### src/vsd_pkg.sv
// shared types, codes and mode geometry for the scan line and display start unit
package vsd_pkg;

  localparam int unsigned MAX_LINE_OFFSET   = 1023;
  localparam int unsigned OFF_W             = $clog2(MAX_LINE_OFFSET + 1);
  localparam int unsigned TEXT_WINDOW_BYTES = 32768;

  // serial arithmetic widths
  localparam int unsigned MUL_W   = 16;
  localparam int unsigned MUL_CW  = $clog2(MUL_W);
  localparam int unsigned DIV_DW  = 36;
  localparam int unsigned DIV_VW  = 16;
  localparam int unsigned DIV_CW  = $clog2(DIV_DW);

  // command codes
  localparam logic [2:0] ACT_SET_PIX   = 3'd0;
  localparam logic [2:0] ACT_GET       = 3'd1;
  localparam logic [2:0] ACT_SET_BYTES = 3'd2;
  localparam logic [2:0] ACT_GET_MAX   = 3'd3;
  localparam logic [2:0] ACT_SET_START = 3'd4;
  localparam logic [2:0] ACT_GET_START = 3'd5;
  localparam logic [2:0] ACT_RAW_START = 3'd6;
  localparam logic [2:0] ACT_UNKNOWN   = 3'd7;

  // status codes
  localparam logic [2:0] ST_OK         = 3'd0;
  localparam logic [2:0] ST_FAIL       = 3'd1;
  localparam logic [2:0] ST_HW_UNSUP   = 3'd2;
  localparam logic [2:0] ST_MODE_UNSUP = 3'd3;
  localparam logic [2:0] ST_UNIMPL     = 3'd4;

  // mode codes
  localparam logic [2:0] MODE_TEXT    = 3'd0;
  localparam logic [2:0] MODE_PLANAR4 = 3'd1;
  localparam logic [2:0] MODE_PACKED8 = 3'd2;
  localparam logic [2:0] MODE_RGB15   = 3'd3;
  localparam logic [2:0] MODE_RGB16   = 3'd4;
  localparam logic [2:0] MODE_RGB32   = 3'd6;

  // config register indexes
  localparam logic [2:0] CFG_MODE   = 3'd0;
  localparam logic [2:0] CFG_VMEM   = 3'd1;
  localparam logic [2:0] CFG_HEIGHT = 3'd2;
  localparam logic [2:0] CFG_ROWS   = 3'd3;
  localparam logic [2:0] CFG_CHAR_H = 3'd4;

  typedef struct packed {
    logic             ok;
    logic [2:0]       ppo_sh;  // log2 pixels per offset unit
    logic [1:0]       bpo_sh;  // log2 bytes per offset unit
    logic             pf2;     // panning factor of two
  } geom_t;

  typedef struct packed {
    logic             start;
    logic [MUL_W-1:0] a;
    logic [MUL_W-1:0] b;
  } mul_req_t;

  typedef struct packed {
    logic               done;
    logic [2*MUL_W-1:0] prod;
  } mul_rsp_t;

  typedef struct packed {
    logic              start;
    logic [DIV_DW-1:0] dividend;
    logic [DIV_VW-1:0] divisor;
  } div_req_t;

  typedef struct packed {
    logic              done;
    logic [DIV_DW-1:0] quot;
    logic [DIV_VW-1:0] rem;
  } div_rsp_t;

  function automatic geom_t mode_geom(logic [2:0] mode);
    geom_t g;
    g.ok     = 1'b1;
    g.ppo_sh = 3'd3;
    g.bpo_sh = 2'd3;
    g.pf2    = 1'b0;
    case (mode)
      MODE_TEXT: begin
        g.ppo_sh = 3'd4;
        g.bpo_sh = 2'd2;
      end
      MODE_PLANAR4: g.ppo_sh = 3'd4;
      MODE_PACKED8: begin
        g.ppo_sh = 3'd3;
        g.pf2    = 1'b1;
      end
      MODE_RGB15, MODE_RGB16: begin
        g.ppo_sh = 3'd2;
        g.pf2    = 1'b1;
      end
      MODE_RGB32: g.ppo_sh = 3'd1;
      default: g.ok = 1'b0;
    endcase
    return g;
  endfunction

endpackage

### src/vsd_mul.sv
// bit-serial shift-add multiplier, one multiplier bit per cycle
module vsd_mul (
  input  logic              clk_i,
  input  logic              rst_ni,
  input  vsd_pkg::mul_req_t req_i,
  output vsd_pkg::mul_rsp_t rsp_o
);
  import vsd_pkg::*;

  logic                busy_q, done_q;
  logic [MUL_CW-1:0]   cnt_q;
  logic [2*MUL_W-1:0]  a_q, acc_q;
  logic [MUL_W-1:0]    b_q;

  always_ff @(posedge clk_i or negedge rst_ni) begin
    if (!rst_ni) begin
      busy_q <= 1'b0;
      done_q <= 1'b0;
      cnt_q  <= '0;
    end else begin
      done_q <= 1'b0;
      if (req_i.start) begin
        busy_q <= 1'b1;
        cnt_q  <= MUL_CW'(MUL_W - 1);
      end else if (busy_q) begin
        cnt_q <= cnt_q - 1'b1;
        if (cnt_q == '0) begin
          busy_q <= 1'b0;
          done_q <= 1'b1;
        end
      end
    end
  end

  always_ff @(posedge clk_i) begin
    if (req_i.start) begin
      a_q   <= {{MUL_W{1'b0}}, req_i.a};
      b_q   <= req_i.b;
      acc_q <= '0;
    end else if (busy_q) begin
      if (b_q[0]) acc_q <= acc_q + a_q;
      a_q <= {a_q[2*MUL_W-2:0], 1'b0};
      b_q <= {1'b0, b_q[MUL_W-1:1]};
    end
  end

  assign rsp_o.done = done_q;
  assign rsp_o.prod = acc_q;
endmodule

### src/vsd_div.sv
// bit-serial restoring divider, one quotient bit per cycle
module vsd_div (
  input  logic              clk_i,
  input  logic              rst_ni,
  input  vsd_pkg::div_req_t req_i,
  output vsd_pkg::div_rsp_t rsp_o
);
  import vsd_pkg::*;

  logic              busy_q, done_q;
  logic [DIV_CW-1:0] cnt_q;
  logic [DIV_DW-1:0] quo_q;
  logic [DIV_VW-1:0] rem_q, dsr_q;
  logic [DIV_VW:0]   trial, diff;
  logic              ge;

  assign trial = {rem_q, quo_q[DIV_DW-1]};
  assign diff  = trial - {1'b0, dsr_q};
  assign ge    = !diff[DIV_VW];

  always_ff @(posedge clk_i or negedge rst_ni) begin
    if (!rst_ni) begin
      busy_q <= 1'b0;
      done_q <= 1'b0;
      cnt_q  <= '0;
    end else begin
      done_q <= 1'b0;
      if (req_i.start) begin
        busy_q <= 1'b1;
        cnt_q  <= DIV_CW'(DIV_DW - 1);
      end else if (busy_q) begin
        cnt_q <= cnt_q - 1'b1;
        if (cnt_q == '0) begin
          busy_q <= 1'b0;
          done_q <= 1'b1;
        end
      end
    end
  end

  always_ff @(posedge clk_i) begin
    if (req_i.start) begin
      quo_q <= req_i.dividend;
      dsr_q <= req_i.divisor;
      rem_q <= '0;
    end else if (busy_q) begin
      rem_q <= ge ? diff[DIV_VW-1:0] : trial[DIV_VW-1:0];
      quo_q <= {quo_q[DIV_DW-2:0], ge};
    end
  end

  assign rsp_o.done = done_q;
  assign rsp_o.quot = quo_q;
  assign rsp_o.rem  = rem_q;
endmodule

### src/vbe_scanline_display_start_unit.sv
// top level: scan line length and display start command unit
//
// usage
// - command items enter on the in_valid_i / in_ready_o channel; each item
//   yields exactly one result item on out_valid_o / out_ready_i
// - config registers are written through cfg_we_i / cfg_idx_i / cfg_wdata_i
//   by the user only while the unit is idle; the unit does not enforce it;
//   unknown indexes are ignored
// - one item is worked at a time; in_ready_o is high while the sequencer
//   is idle, also while the previous result still waits in the output reg
// - serial units used, by command:
//     unknown, raw start, unsupported mode: none
//     get / set length: divider, plus multiplier in text mode
//     get max length: multiplier, divider if memory limits, then as above
//     set start: multiplier; get start: divider
// - the 36-bit restoring divider, one quotient bit per cycle, sets the pace
// - reset loads the register defaults (packed 8-bit mode, 2 MiB, 480 lines,
//   25 rows, 16-line cells) and clears offset, start and panning
// - a stalled receiver holds the result in the output reg; the next item
//   can be accepted and worked, but its result waits until the reg frees up
module vbe_scanline_display_start_unit (
  input  logic        clk_i,
  input  logic        rst_ni,
  input  logic        cfg_we_i,
  input  logic [2:0]  cfg_idx_i,
  input  logic [26:0] cfg_wdata_i,
  input  logic        in_valid_i,
  output logic        in_ready_o,
  input  logic [2:0]  action_i,
  input  logic [15:0] length_value_i,
  input  logic [15:0] pos_x_i,
  input  logic [15:0] pos_y_i,
  input  logic [31:0] raw_start_i,
  output logic        out_valid_o,
  input  logic        out_ready_i,
  output logic [2:0]  status_o,
  output logic [15:0] bytes_per_line_o,
  output logic [15:0] pixels_per_line_o,
  output logic [15:0] max_lines_o,
  output logic [15:0] start_x_o,
  output logic [15:0] start_y_o
);
  import vsd_pkg::*;

  typedef enum logic [8:0] {
    S_IDLE   = 9'b000000001,
    S_CHK    = 9'b000000010,
    S_OFFDIV = 9'b000000100,
    S_BYTES  = 9'b000001000,
    S_LINES  = 9'b000010000,
    S_TEXT   = 9'b000100000,
    S_POSMUL = 9'b001000000,
    S_POSDIV = 9'b010000000,
    S_DONE   = 9'b100000000
  } state_e;

  state_e state_q, state_d;

  // config registers
  logic [2:0]  mode_q;
  logic [26:0] vmem_q;
  logic [12:0] height_q;
  logic [7:0]  rows_q;
  logic [5:0]  chh_q;

  // architectural state
  logic [OFF_W-1:0] line_off_q, line_off_d;
  logic [31:0]      crtc_q, crtc_d;
  logic [7:0]       pan_q, pan_d;

  // working regs
  logic [OFF_W-1:0] off_q, off_d;
  logic [15:0]      px_q, px_d;
  logic [2:0]       res_st_q, res_st_d;
  logic [15:0]      res_bpl_q, res_bpl_d, res_ppl_q, res_ppl_d, res_lines_q, res_lines_d;
  logic [15:0]      res_sx_q, res_sx_d, res_sy_q, res_sy_d;

  // output reg
  logic out_valid_q, load_out;

  mul_req_t mul_req;
  mul_rsp_t mul_rsp;
  div_req_t div_req;
  div_rsp_t div_rsp;

  vsd_mul u_mul (.clk_i, .rst_ni, .req_i(mul_req), .rsp_o(mul_rsp));
  vsd_div u_div (.clk_i, .rst_ni, .req_i(div_req), .rsp_o(div_rsp));

  // mode dependent geometry
  geom_t       geom;
  logic        is_text;
  logic [26:0] vmem;
  logic [12:0] height;
  logic [15:0] width, bytes, pixels;
  logic [2:0]  half_sh, rem_mask;
  logic [1:0]  unit_sh_hi;
  logic [2:0]  unit_sh;
  logic [16:0] off_full;
  logic [32:0] pix;

  assign geom     = mode_geom(mode_q);
  assign is_text  = (mode_q == MODE_TEXT);
  assign vmem     = is_text ? 27'(TEXT_WINDOW_BYTES) : vmem_q;
  assign height   = is_text ? {5'b0, rows_q} : height_q;
  assign width    = 16'(line_off_q) << geom.ppo_sh;
  assign bytes    = 16'(off_q) << geom.bpo_sh;
  assign pixels   = 16'(off_q) << geom.ppo_sh;
  assign half_sh  = geom.ppo_sh - 3'd1;
  assign rem_mask = 3'((4'd1 << half_sh) - 4'd1);
  assign unit_sh_hi = geom.bpo_sh;
  assign unit_sh  = (action_i == ACT_SET_PIX) ? geom.ppo_sh : {1'b0, unit_sh_hi};
  // rounded-up offset in units
  assign off_full = ({1'b0, length_value_i} + ((17'd1 << unit_sh) - 17'd1)) >> unit_sh;
  assign pix      = 33'(mul_rsp.prod) + 33'(px_q);

  assign in_ready_o = (state_q == S_IDLE);

  always_comb begin
    state_d     = state_q;
    line_off_d  = line_off_q;
    crtc_d      = crtc_q;
    pan_d       = pan_q;
    off_d       = off_q;
    px_d        = px_q;
    res_st_d    = res_st_q;
    res_bpl_d   = res_bpl_q;
    res_ppl_d   = res_ppl_q;
    res_lines_d = res_lines_q;
    res_sx_d    = res_sx_q;
    res_sy_d    = res_sy_q;
    mul_req     = '0;
    div_req     = '0;
    load_out    = 1'b0;

    unique case (state_q)
      S_IDLE: begin
        if (in_valid_i) begin
          res_st_d    = ST_OK;
          res_bpl_d   = '0;
          res_ppl_d   = '0;
          res_lines_d = '0;
          res_sx_d    = '0;
          res_sy_d    = '0;
          state_d     = S_DONE;
          if (action_i == ACT_UNKNOWN) begin
            res_st_d = ST_UNIMPL;
          end else if (action_i == ACT_RAW_START) begin
            crtc_d = raw_start_i;
          end else if (!geom.ok) begin
            res_st_d = ST_MODE_UNSUP;
          end else begin
            case (action_i)
              ACT_SET_PIX, ACT_SET_BYTES: begin
                if (off_full > 17'(MAX_LINE_OFFSET)) begin
                  res_st_d = ST_HW_UNSUP;
                end else begin
                  line_off_d = off_full[OFF_W-1:0];
                  off_d      = off_full[OFF_W-1:0];
                  state_d    = S_BYTES;
                end
              end
              ACT_GET: begin
                off_d   = line_off_q;
                state_d = S_BYTES;
              end
              ACT_GET_MAX: begin
                if (height == '0) begin
                  off_d   = OFF_W'(MAX_LINE_OFFSET);
                  state_d = S_BYTES;
                end else begin
                  mul_req.start = 1'b1;
                  mul_req.a     = 16'(MAX_LINE_OFFSET);
                  mul_req.b     = 16'(height);
                  state_d       = S_CHK;
                end
              end
              ACT_SET_START: begin
                mul_req.start = 1'b1;
                mul_req.a     = width;
                mul_req.b     = pos_y_i;
                px_d          = pos_x_i;
                state_d       = S_POSMUL;
              end
              default: begin
                // get start
                if (width == '0) begin
                  res_st_d = ST_FAIL;
                end else begin
                  div_req.start    = 1'b1;
                  div_req.dividend = (DIV_DW'(crtc_q) << half_sh)
                                     + DIV_DW'(pan_q >> geom.pf2);
                  div_req.divisor  = width;
                  state_d          = S_POSDIV;
                end
              end
            endcase
          end
        end
      end
      S_CHK: begin
        if (mul_rsp.done) begin
          // does the full-length screen overflow memory
          if ((35'(mul_rsp.prod) << geom.bpo_sh) > 35'(vmem)) begin
            div_req.start    = 1'b1;
            div_req.dividend = DIV_DW'(vmem);
            div_req.divisor  = {3'b0, height} << geom.bpo_sh;
            state_d          = S_OFFDIV;
          end else begin
            off_d   = OFF_W'(MAX_LINE_OFFSET);
            state_d = S_BYTES;
          end
        end
      end
      S_OFFDIV: begin
        if (div_rsp.done) begin
          off_d   = div_rsp.quot[OFF_W-1:0];
          state_d = S_BYTES;
        end
      end
      S_BYTES: begin
        if (bytes == '0) begin
          res_st_d = ST_FAIL;
          state_d  = S_DONE;
        end else begin
          res_bpl_d        = bytes;
          res_ppl_d        = pixels;
          div_req.start    = 1'b1;
          div_req.dividend = DIV_DW'(vmem);
          div_req.divisor  = bytes;
          state_d          = S_LINES;
        end
      end
      S_LINES: begin
        if (div_rsp.done) begin
          if (is_text) begin
            mul_req.start = 1'b1;
            mul_req.a     = div_rsp.quot[15:0];
            mul_req.b     = 16'(chh_q);
            state_d       = S_TEXT;
          end else begin
            res_lines_d = div_rsp.quot[15:0];
            state_d     = S_DONE;
          end
        end
      end
      S_TEXT: begin
        if (mul_rsp.done) begin
          res_lines_d = mul_rsp.prod[15:0];
          state_d     = S_DONE;
        end
      end
      S_POSMUL: begin
        if (mul_rsp.done) begin
          crtc_d  = 32'(pix >> half_sh);
          pan_d   = 8'({5'b0, pix[2:0] & rem_mask} << geom.pf2);
          state_d = S_DONE;
        end
      end
      S_POSDIV: begin
        if (div_rsp.done) begin
          res_sx_d = div_rsp.rem[15:0];
          res_sy_d = div_rsp.quot[15:0];
          state_d  = S_DONE;
        end
      end
      S_DONE: begin
        // hand over once the output reg is free or being emptied
        if (!out_valid_q || out_ready_i) begin
          load_out = 1'b1;
          state_d  = S_IDLE;
        end
      end
      default: state_d = S_IDLE;
    endcase
  end

  always_ff @(posedge clk_i or negedge rst_ni) begin
    if (!rst_ni) begin
      state_q     <= S_IDLE;
      mode_q      <= MODE_PACKED8;
      vmem_q      <= 27'd2097152;
      height_q    <= 13'd480;
      rows_q      <= 8'd25;
      chh_q       <= 6'd16;
      line_off_q  <= '0;
      crtc_q      <= '0;
      pan_q       <= '0;
      out_valid_q <= 1'b0;
    end else begin
      state_q    <= state_d;
      line_off_q <= line_off_d;
      crtc_q     <= crtc_d;
      pan_q      <= pan_d;
      if (cfg_we_i) begin
        unique case (cfg_idx_i)
          CFG_MODE:   mode_q   <= cfg_wdata_i[2:0];
          CFG_VMEM:   vmem_q   <= cfg_wdata_i;
          CFG_HEIGHT: height_q <= cfg_wdata_i[12:0];
          CFG_ROWS:   rows_q   <= cfg_wdata_i[7:0];
          CFG_CHAR_H: chh_q    <= cfg_wdata_i[5:0];
          default: ;
        endcase
      end
      if (load_out) begin
        out_valid_q <= 1'b1;
      end else if (out_ready_i) begin
        out_valid_q <= 1'b0;
      end
    end
  end

  always_ff @(posedge clk_i) begin
    off_q       <= off_d;
    px_q        <= px_d;
    res_st_q    <= res_st_d;
    res_bpl_q   <= res_bpl_d;
    res_ppl_q   <= res_ppl_d;
    res_lines_q <= res_lines_d;
    res_sx_q    <= res_sx_d;
    res_sy_q    <= res_sy_d;
    if (load_out) begin
      status_o          <= res_st_q;
      bytes_per_line_o  <= res_bpl_q;
      pixels_per_line_o <= res_ppl_q;
      max_lines_o       <= res_lines_q;
      start_x_o         <= res_sx_q;
      start_y_o         <= res_sy_q;
    end
  end

  assign out_valid_o = out_valid_q;
endmodule
### config.mk
export PLATFORM = sky130hd
export DESIGN_NAME = vbe_scanline_display_start_unit
export DESIGN_NICKNAME = d
export VERILOG_FILES = /design/src/vsd_pkg.sv /design/src/vsd_mul.sv /design/src/vsd_div.sv /design/src/vbe_scanline_display_start_unit.sv
export SDC_FILE = /design/constraint.sdc
export NUM_CORES = 1
export LEC_CHECK = 0
export BUFFER_PORTS_ARGS = -buffer_cell sky130_fd_sc_hd__buf_2
export CAP_MARGIN = 25
export CELL_PAD_IN_SITES_DETAIL_PLACEMENT = 1
export CELL_PAD_IN_SITES_GLOBAL_PLACEMENT = 1
export CORE_UTILIZATION = 40
export CTS_BUF_LIST = sky130_fd_sc_hd__clkbuf_2 sky130_fd_sc_hd__clkbuf_4 sky130_fd_sc_hd__clkbuf_8
export CTS_CLUSTER_DIAMETER = 100
export DETAILED_ROUTE_END_ITERATION = 7
export PLACE_DENSITY_LB_ADDON = 0.1
export SLEW_MARGIN = 20
export SYNTH_ARGS = -nofsm -noshare
export SYNTH_HDL_FRONTEND = slang
export SYNTH_SLANG_ARGS = --single-unit
### constraint.sdc
create_clock -name clk_i -period 18.9 [get_ports clk_i]
set_clock_uncertainty 0.1 [all_clocks]
set_input_delay 1.89 -clock clk_i [delete_from_list [all_inputs] [get_ports clk_i]]
set_output_delay 1.89 -clock clk_i [all_outputs]
set_load 0.005 [all_outputs]
# Word-level counts from Yosys, hierarchy flattened

Cells that the tools add are included.

RAM bits: 0
Output and inout bits: 85
Register bits: 471
ROM bits: 0
Memories kept: 0
Bits in latches: 0
Word-level logic and storage cells: 261
Bits of input ports: 118

Bitwise operators: 4
Equality and inequality tests: 44
Divide/modulo/power cells: 0
$add $sub $neg: 10
Reduce and logical (&&, ||, !) cells: 43
Multipliers: 0
Muxes and demuxes: 109
$lt $le $gt $ge: 2
Shifts and indexed selects: 12

Operator list:

| operator         | number |
|---|---|
| $mux 53          | 9 |
| $mux 33          | 7 |
| $mux 16          | 13 |
| $pmux 53 s3      | 1 |
| $pmux 33 s2      | 2 |
| $mux 32          | 4 |
| $pmux 16 s2      | 4 |
| $mux 9           | 14 |
| $mux 10          | 9 |
| $mux 36          | 2 |
| $pmux 9 s8       | 1 |
| $pmux 32 s2      | 1 |
| $pmux 10 s3      | 2 |
| $pmux 16 s3      | 1 |
| $add 36x36->36   | 1 |
| $pmux 9 s4       | 1 |
| $shl 32x3->36    | 1 |
| $shr 8x1->36     | 1 |
| $gt 35x27->1     | 1 |
| $shl 32x2->35    | 1 |
| $add 32x16->33   | 1 |
| $shr 33x3->32    | 1 |
| $add 32x32->32   | 1 |
| $logic_not 16->1 | 2 |
| 60 further kinds | 143 |

# Longest topological paths before layout

Depth in word-level cells: 16
Depth in mapped cells: 30
Gate-level depth less buffers: 19

# Cells and area by module

From an unflattened synthesis, not the netlist that was laid out.

Cell total of the unflattened synthesis: 2,975
Area, all modules: 28,920.2 um^2

By module, submodules not included:

| module                          | area an instance (um^2) | sequential area each (um^2) | instances | cells each |
|---|---|---|---|---|
| vbe_scanline_display_start_unit | 19,875.3                | 8,306.7                     | 1         | 2,079 |
| vsd_mul                         | 4,993.5                 | 2,072.0                     | 1         | 520 |
| vsd_div                         | 4,051.4                 | 2,082.0                     | 1         | 376 |

# Least setup slack after synthesis

No wires, ideal clock.

Kind: reg2reg
From: reg mode_q[0]
To: reg u_div.quo_q[16] (data pin)
Arrival: 7.294 ns
Data required time: 18.545 ns
Period minus slack after synthesis: 7.649 ns
Path buffers: 15
Path slack: 11.251 ns
Stages on the path, launching flop included: 29
Setup time: 0.255 ns
Cells stage by stage: dfrtp_1 > buf_6 > mux2i_4 > buf_8 > buf_6 > buf_6 > buf_2 > clkbuf_1 > buf_1 > clkbuf_1 > ha_1 > buf_1 > clkbuf_1 > clkbuf_1 > buf_1 > clkbuf_1 > buf_1 > nand3_1 > fa_1 > inv_1 > a21o_1 > a21oi_1 > or4_1 > buf_2 > or2_4 > or4_4 > xor2_1 > a22oi_2 > nand2_1

Longest elaborated chain between the ends: 14
Elaborated cells on any way between the ends: 36
Those cells by class: add/sub: 2; order compare: 1; eq/ne: 5; shift: 5; mux: 16; reduce/logical: 7

Ends and longest elaborated chain:

| item                               | line                                   | RTL |
|---|---|---|
| from (decl)                        | vbe_scanline_display_start_unit.sv:60  | `logic [2:0] mode_q;` |
| from (signal assigned)             | vbe_scanline_display_start_unit.sv:296 | `CFG_MODE: mode_q <= cfg_wdata_i[2:0];` |
| $eq 3x2->1 (tied with other cells) | vsd_pkg.sv:83                          | `case (mode)` |
| $reduce_or 2->1                    | -                                      |  |
| $pmux 3 s3                         | vsd_pkg.sv:83                          |  |
| $sub 3x1->3                        | vbe_scanline_display_start_unit.sv:108 | `assign half_sh = geom.ppo_sh - 3'd1;` |
| $shl 32x3->36                      | vbe_scanline_display_start_unit.sv:190 | `div_req.dividend = (DIV_DW'(crtc_q) << half_sh)` |
| $add 36x36->36                     | vbe_scanline_display_start_unit.sv:191 | `+ DIV_DW'(pan_q >> geom.pf2);` |
| $mux 53                            | vbe_scanline_display_start_unit.sv:186 | `if (width == '0) begin` |
| $mux 53                            | vbe_scanline_display_start_unit.sv:152 | `case (action_i)` |
| $mux 53                            | vbe_scanline_display_start_unit.sv:149 | `end else if (!geom.ok) begin` |
| $mux 53                            | vbe_scanline_display_start_unit.sv:147 | `end else if (action_i == ACT_RAW_START) begin` |
| $mux 53                            | vbe_scanline_display_start_unit.sv:145 | `if (action_i == ACT_UNKNOWN) begin` |
| $mux 53                            | vbe_scanline_display_start_unit.sv:137 | `if (in_valid_i) begin` |
| $pmux 53 s3 (*)                    | vbe_scanline_display_start_unit.sv:135 | `unique case (state_q)` |
| $mux 36 (*)                        | vsd_div.sv:42                          | `if (req_i.start) begin` |
| to (signal assigned)               | vsd_div.sv:43                          | `quo_q <= req_i.dividend;` |
| to (signal assigned)               | vsd_div.sv:48                          | `quo_q <= {quo_q[DIV_DW-2:0], ge};` |
| to (decl)                          | vsd_div.sv:12                          | `logic [DIV_DW-1:0] quo_q;` |

Mark *: on every way between the ends. The rest lies on a longest branch, timed or not.
A chain may end at the register's enable or synchronous reset.

# Worst setup path in the final report

From: reg mode_q[1]
To: reg off_q[8] (enable)

Longest elaborated chain between the ends: 11
Elaborated cells on any way between the ends: 28
Those cells by class: add/sub: 2; order compare: 2; eq/ne: 9; shift: 3; mux: 6; reduce/logical: 6

Ends and longest elaborated chain:

| item                                   | line                                   | RTL |
|---|---|---|
| $eq 3x2->1 (tied with other cells)     | vsd_pkg.sv:83                          |  |
| $reduce_or 2->1                        | -                                      |  |
| $pmux 3 s3                             | vsd_pkg.sv:83                          |  |
| $mux 3                                 | vbe_scanline_display_start_unit.sv:111 | `assign unit_sh = (action_i == ACT_SET_PIX) ? geom.ppo_sh : {1'b0, unit_sh_hi};` |
| $shl 1x3->17                           | vbe_scanline_display_start_unit.sv:113 | `assign off_full = ({1'b0, length_value_i} + ((17'd1 << unit_sh) - 17'd1)) >> unit_sh;` |
| $sub 17x1->17                          | vbe_scanline_display_start_unit.sv:113 |  |
| $add 16x17->17                         | vbe_scanline_display_start_unit.sv:113 |  |
| $shr 17x3->17                          | vbe_scanline_display_start_unit.sv:113 |  |
| $gt 17x10->1                           | vbe_scanline_display_start_unit.sv:154 | `if (off_full > 17'(MAX_LINE_OFFSET)) begin` |
| $ne 3x3->1 (no source line)            | -                                      |  |
| $reduce_and 11->1 (no source line) (*) | -                                      |  |
| to (signal assigned)                   | vbe_scanline_display_start_unit.sv:313 | `off_q <= off_d;` |
| to (decl)                              | vbe_scanline_display_start_unit.sv:72  | `logic [OFF_W-1:0] off_q, off_d;` |

Marked as above.

==> results.ini <==
[run_status]
outcome = completed

[timing]
relSlewSlack_pct = 27.94
fmax_mhz = 131.0
fin_crit_sh_pct = 40.38
hold_viol_final = 0
rsz0062_at_grt = no
whs_ns = 0.3194
drv_slew = 0
setup_tns_ns = 0
layout_min_cycle_time_ns = 7.632
worst_pin_slew_ns = 1.071
final-setup-viol-count = 0

[synthesis]
synth_commonest_cells = nand2_1, edfxtp_1, nor2_1
ys_seq_area_share_pct = 43.83
ys_top_cells_by_area = edfxtp_1, dfrtp_1, ha_1, nand2_1, dfxtp_1
ys_ff_latch = 457
synth_cells = 2928
ys_warn_count = 0
synth_cell_types = 94
postSynthAreaPerCell_um2 = 9.710
synth_top_area_share_pct = 28.10
synth_async_sr_flop_share_pct = 27.79
synth_top_cell_by_area = edfxtp_1
synth-edff-count = 266
syn_area_um2 = 28430
yosysMostFrequentCell = nand2_1
synthFlopType = edfxtp_1

[global_routing]
antenna_found_initial = 2
grt_max_degree = 79
grt_usage_pct = 27.80
grt_pass1_wl_um = 152200
grt_overflow_total = 0
grt_pass1_vias = 24840

[critical_path]
crit_slowest_cell = dfstp_2
arrival_ns = 7.89
cp_max_fo = 27
r2r_cells = 20
cp_slowest_stage_delay_ns = 0.91
rrSetupSlack_ns = 11.27
endpoint_kind = flip-flop
crit_family = simple AND/OR/NAND/NOR gates
cp.depth = 20
crit_type = reg2reg
cp_num_buf_inv = 3
cp-start-kind = flip-flop
path_cells = nand3b_1, nand2_1, inv_1, nor2_1, nand2_1, ha_1, inv_1, ha_1, fa_1, a21oi_1, o2111ai_1, o21ai_0, a21boi_0, xnor2_1, mux2i_1, a2bb2oi_1, a22oi_1, or3_1, a31oi_1, buf_2
worstPathRequired_ns = 19.16

[die]
rows = 97
dieArea_um2 = 72140
ios = 203
start_util_pct = 40.53
core_area_um2 = 70150
die_w_um = 268.6
die_h_um = 268.6

[clocking]
cts.clk_slew.worst_paths_ns = 0.06
cts-resized-gates = 0
clockBufferDepth = 3
cts_root_buf = clkbuf_8
cts_hold_buf = 0
numCtsBuffers = 83
clkSinkCount = 457
cts_tree = yes
h-tree-depth = 3
insertion_delay_ns = 0.71
cts_setup_buffers = 0

[power_and_ir_drop]
power.density_nw_per_um2 = 179.5
p_switching_w = 0.002563
irDropWorstVdd_mv = 0.1093
internal_power_w = 0.003220
switching_share_pct = 44.32
power_leakage_nw = 13.40
seqPwrFrac_pct = 33.3
pwr-share-comb_pct = 48.5
clockPowerShare_pct = 18.1

[layout]
final_util_pct = 45.93
fin_nets = 3332
area_growth_syn_to_layout_pct = 13.32
fillers = 8045
drive_gt1_share_pct = 17.59
stdcell_count = 4101

[place]
placed_cells = 3940
finalWeightedCongestion = 0.9114
post-dp-hpwl_um = 75570
portBuffers = 197

[route]
drt_iter0_markers = 1704
wl_um = 100900
vias = 24270
drc = 0
post_drt_via_cell_ratio = 5.919
drtPass1Iterations = 5
routedWlPerCell_um = 24.60
postRouteAntennaNets = 0

[hold_path]
hold-path-cell-count = 0
hp-class = reg2reg

[job]
cap_violations = 0

==> per-layer routing <==
metal / vias to the layer above / track usage, % / share of wire (%)
met5: - / 0 / 0.0069
met4: 2 / 10.33 / 3.4
met3: 176 / 4.164 / 5.1
met2: 696 / 46.74 / 48
met1: 12280 / 36.08 / 43
li1: 11120 / - / -
==> cell usage in the layout (no fill, tap or decap), drive strengths merged, types with 66 or more instances in the layout <==
| cell type | instances |
|---|---|
| nand2 | 399 |
| edfxtp | 266 |
| buf | 245 |
| nor2 | 226 |
| a21oi | 183 |
| o21ai | 145 |
| clkbuf | 122 |
| ha | 120 |
| mux2i | 117 |
| dfrtp | 116 |
| inv | 97 |
| mux2 | 86 |
| xnor2 | 72 |
| nand3 | 66 |
==> state kept, by name (all words and copies together) (netlist names), 27 cells and up <==
register and cells:
vmem_q 27, crtc_q 32, u_mul.a_q 32, u_div.quo_q 36, u_mul.acc_q 32
==> power groups by stage <==
stage / Combinational, W / Sequential [W] / Clock (W)
detailed placement: 0.00279 / 0.00194 / 0
global route: 0.00309 / 0.00196 / 0.00112
finish: 0.00281 / 0.00193 / 0.00105
CTS: 0.00280 / 0.00192 / 0.00107
global placement: 0.00269 / 0.00192 / 0
floorplan: 0.00208 / 0.00172 / 0
==> layout make-up <==
class                   instances  area, µm²  area share (%)
inverters                      94      352.8           1.095
flip-flops and latches        457      12460           38.68
clock buffers                 122       1516           4.707
well taps                     940       1176           3.651
multi-input cells            2208      15010           46.58
repair buffers                245       1370           4.253
diodes                          1      2.502        0.007767
clock inverters                34      330.3           1.025
==> path summary, 6_finish.rpt <==
kind / startpoint / end
min in group asynchronous: rst_ni / vmem_q[14]
worst min-delay path: res_ppl_q[12] / pixels_per_line_o[12]
worst max-delay path: mode_q[1] / off_q[8]
max in group asynchronous: rst_ni / out_valid_o
worst max register to register: mode_q[1] / off_q[8]
worst min register to register: res_ppl_q[12] / pixels_per_line_o[12]
==> per-stage QoR <==
step                power (W)  worst slack (ns)  cell area (µm²)
finish               0.005782             11.27            32220
global route         0.006171             10.71            32220
CTS                  0.005802             11.03            32170
detailed placement   0.004726             10.41            30320
global placement     0.004612             10.70            30320
floorplan            0.003798             11.25            28470
==> worst reg2reg max path: stages, from the launching register on <==
cell and delay [ns]:
dfstp_2 0.91, nand3b_1 0.43, nand2_1 0.46, inv_1 0.20
nor2_1 0.63, nand2_1 0.27, ha_1 0.36, inv_1 0.04
ha_1 0.23, fa_1 0.42, a21oi_1 0.23, o2111ai_1 0.25
o21ai_0 0.47, a21boi_0 0.20, xnor2_1 0.34, mux2i_1 0.21
a2bb2oi_1 0.21, a22oi_1 0.20, or3_1 0.46, a31oi_1 0.40
buf_2 0.29
==> cell families after synthesis <==
kind of cell             count (synthesis)  share of synthesized area (%)
AO/OA/AOI/OAI                          716                          16.87
XOR/XNOR                               108                          3.327
adder cells (fa/ha/maj)                125                          5.633
buffers and inverters                  274                          3.846
flip-flops                             457                          43.83
multiplexers                           225                          9.313
other                                    2                        0.02642
AND/OR/NAND/NOR                       1021                          17.16
No activity file was read; power rests on OpenSTA's default activity.
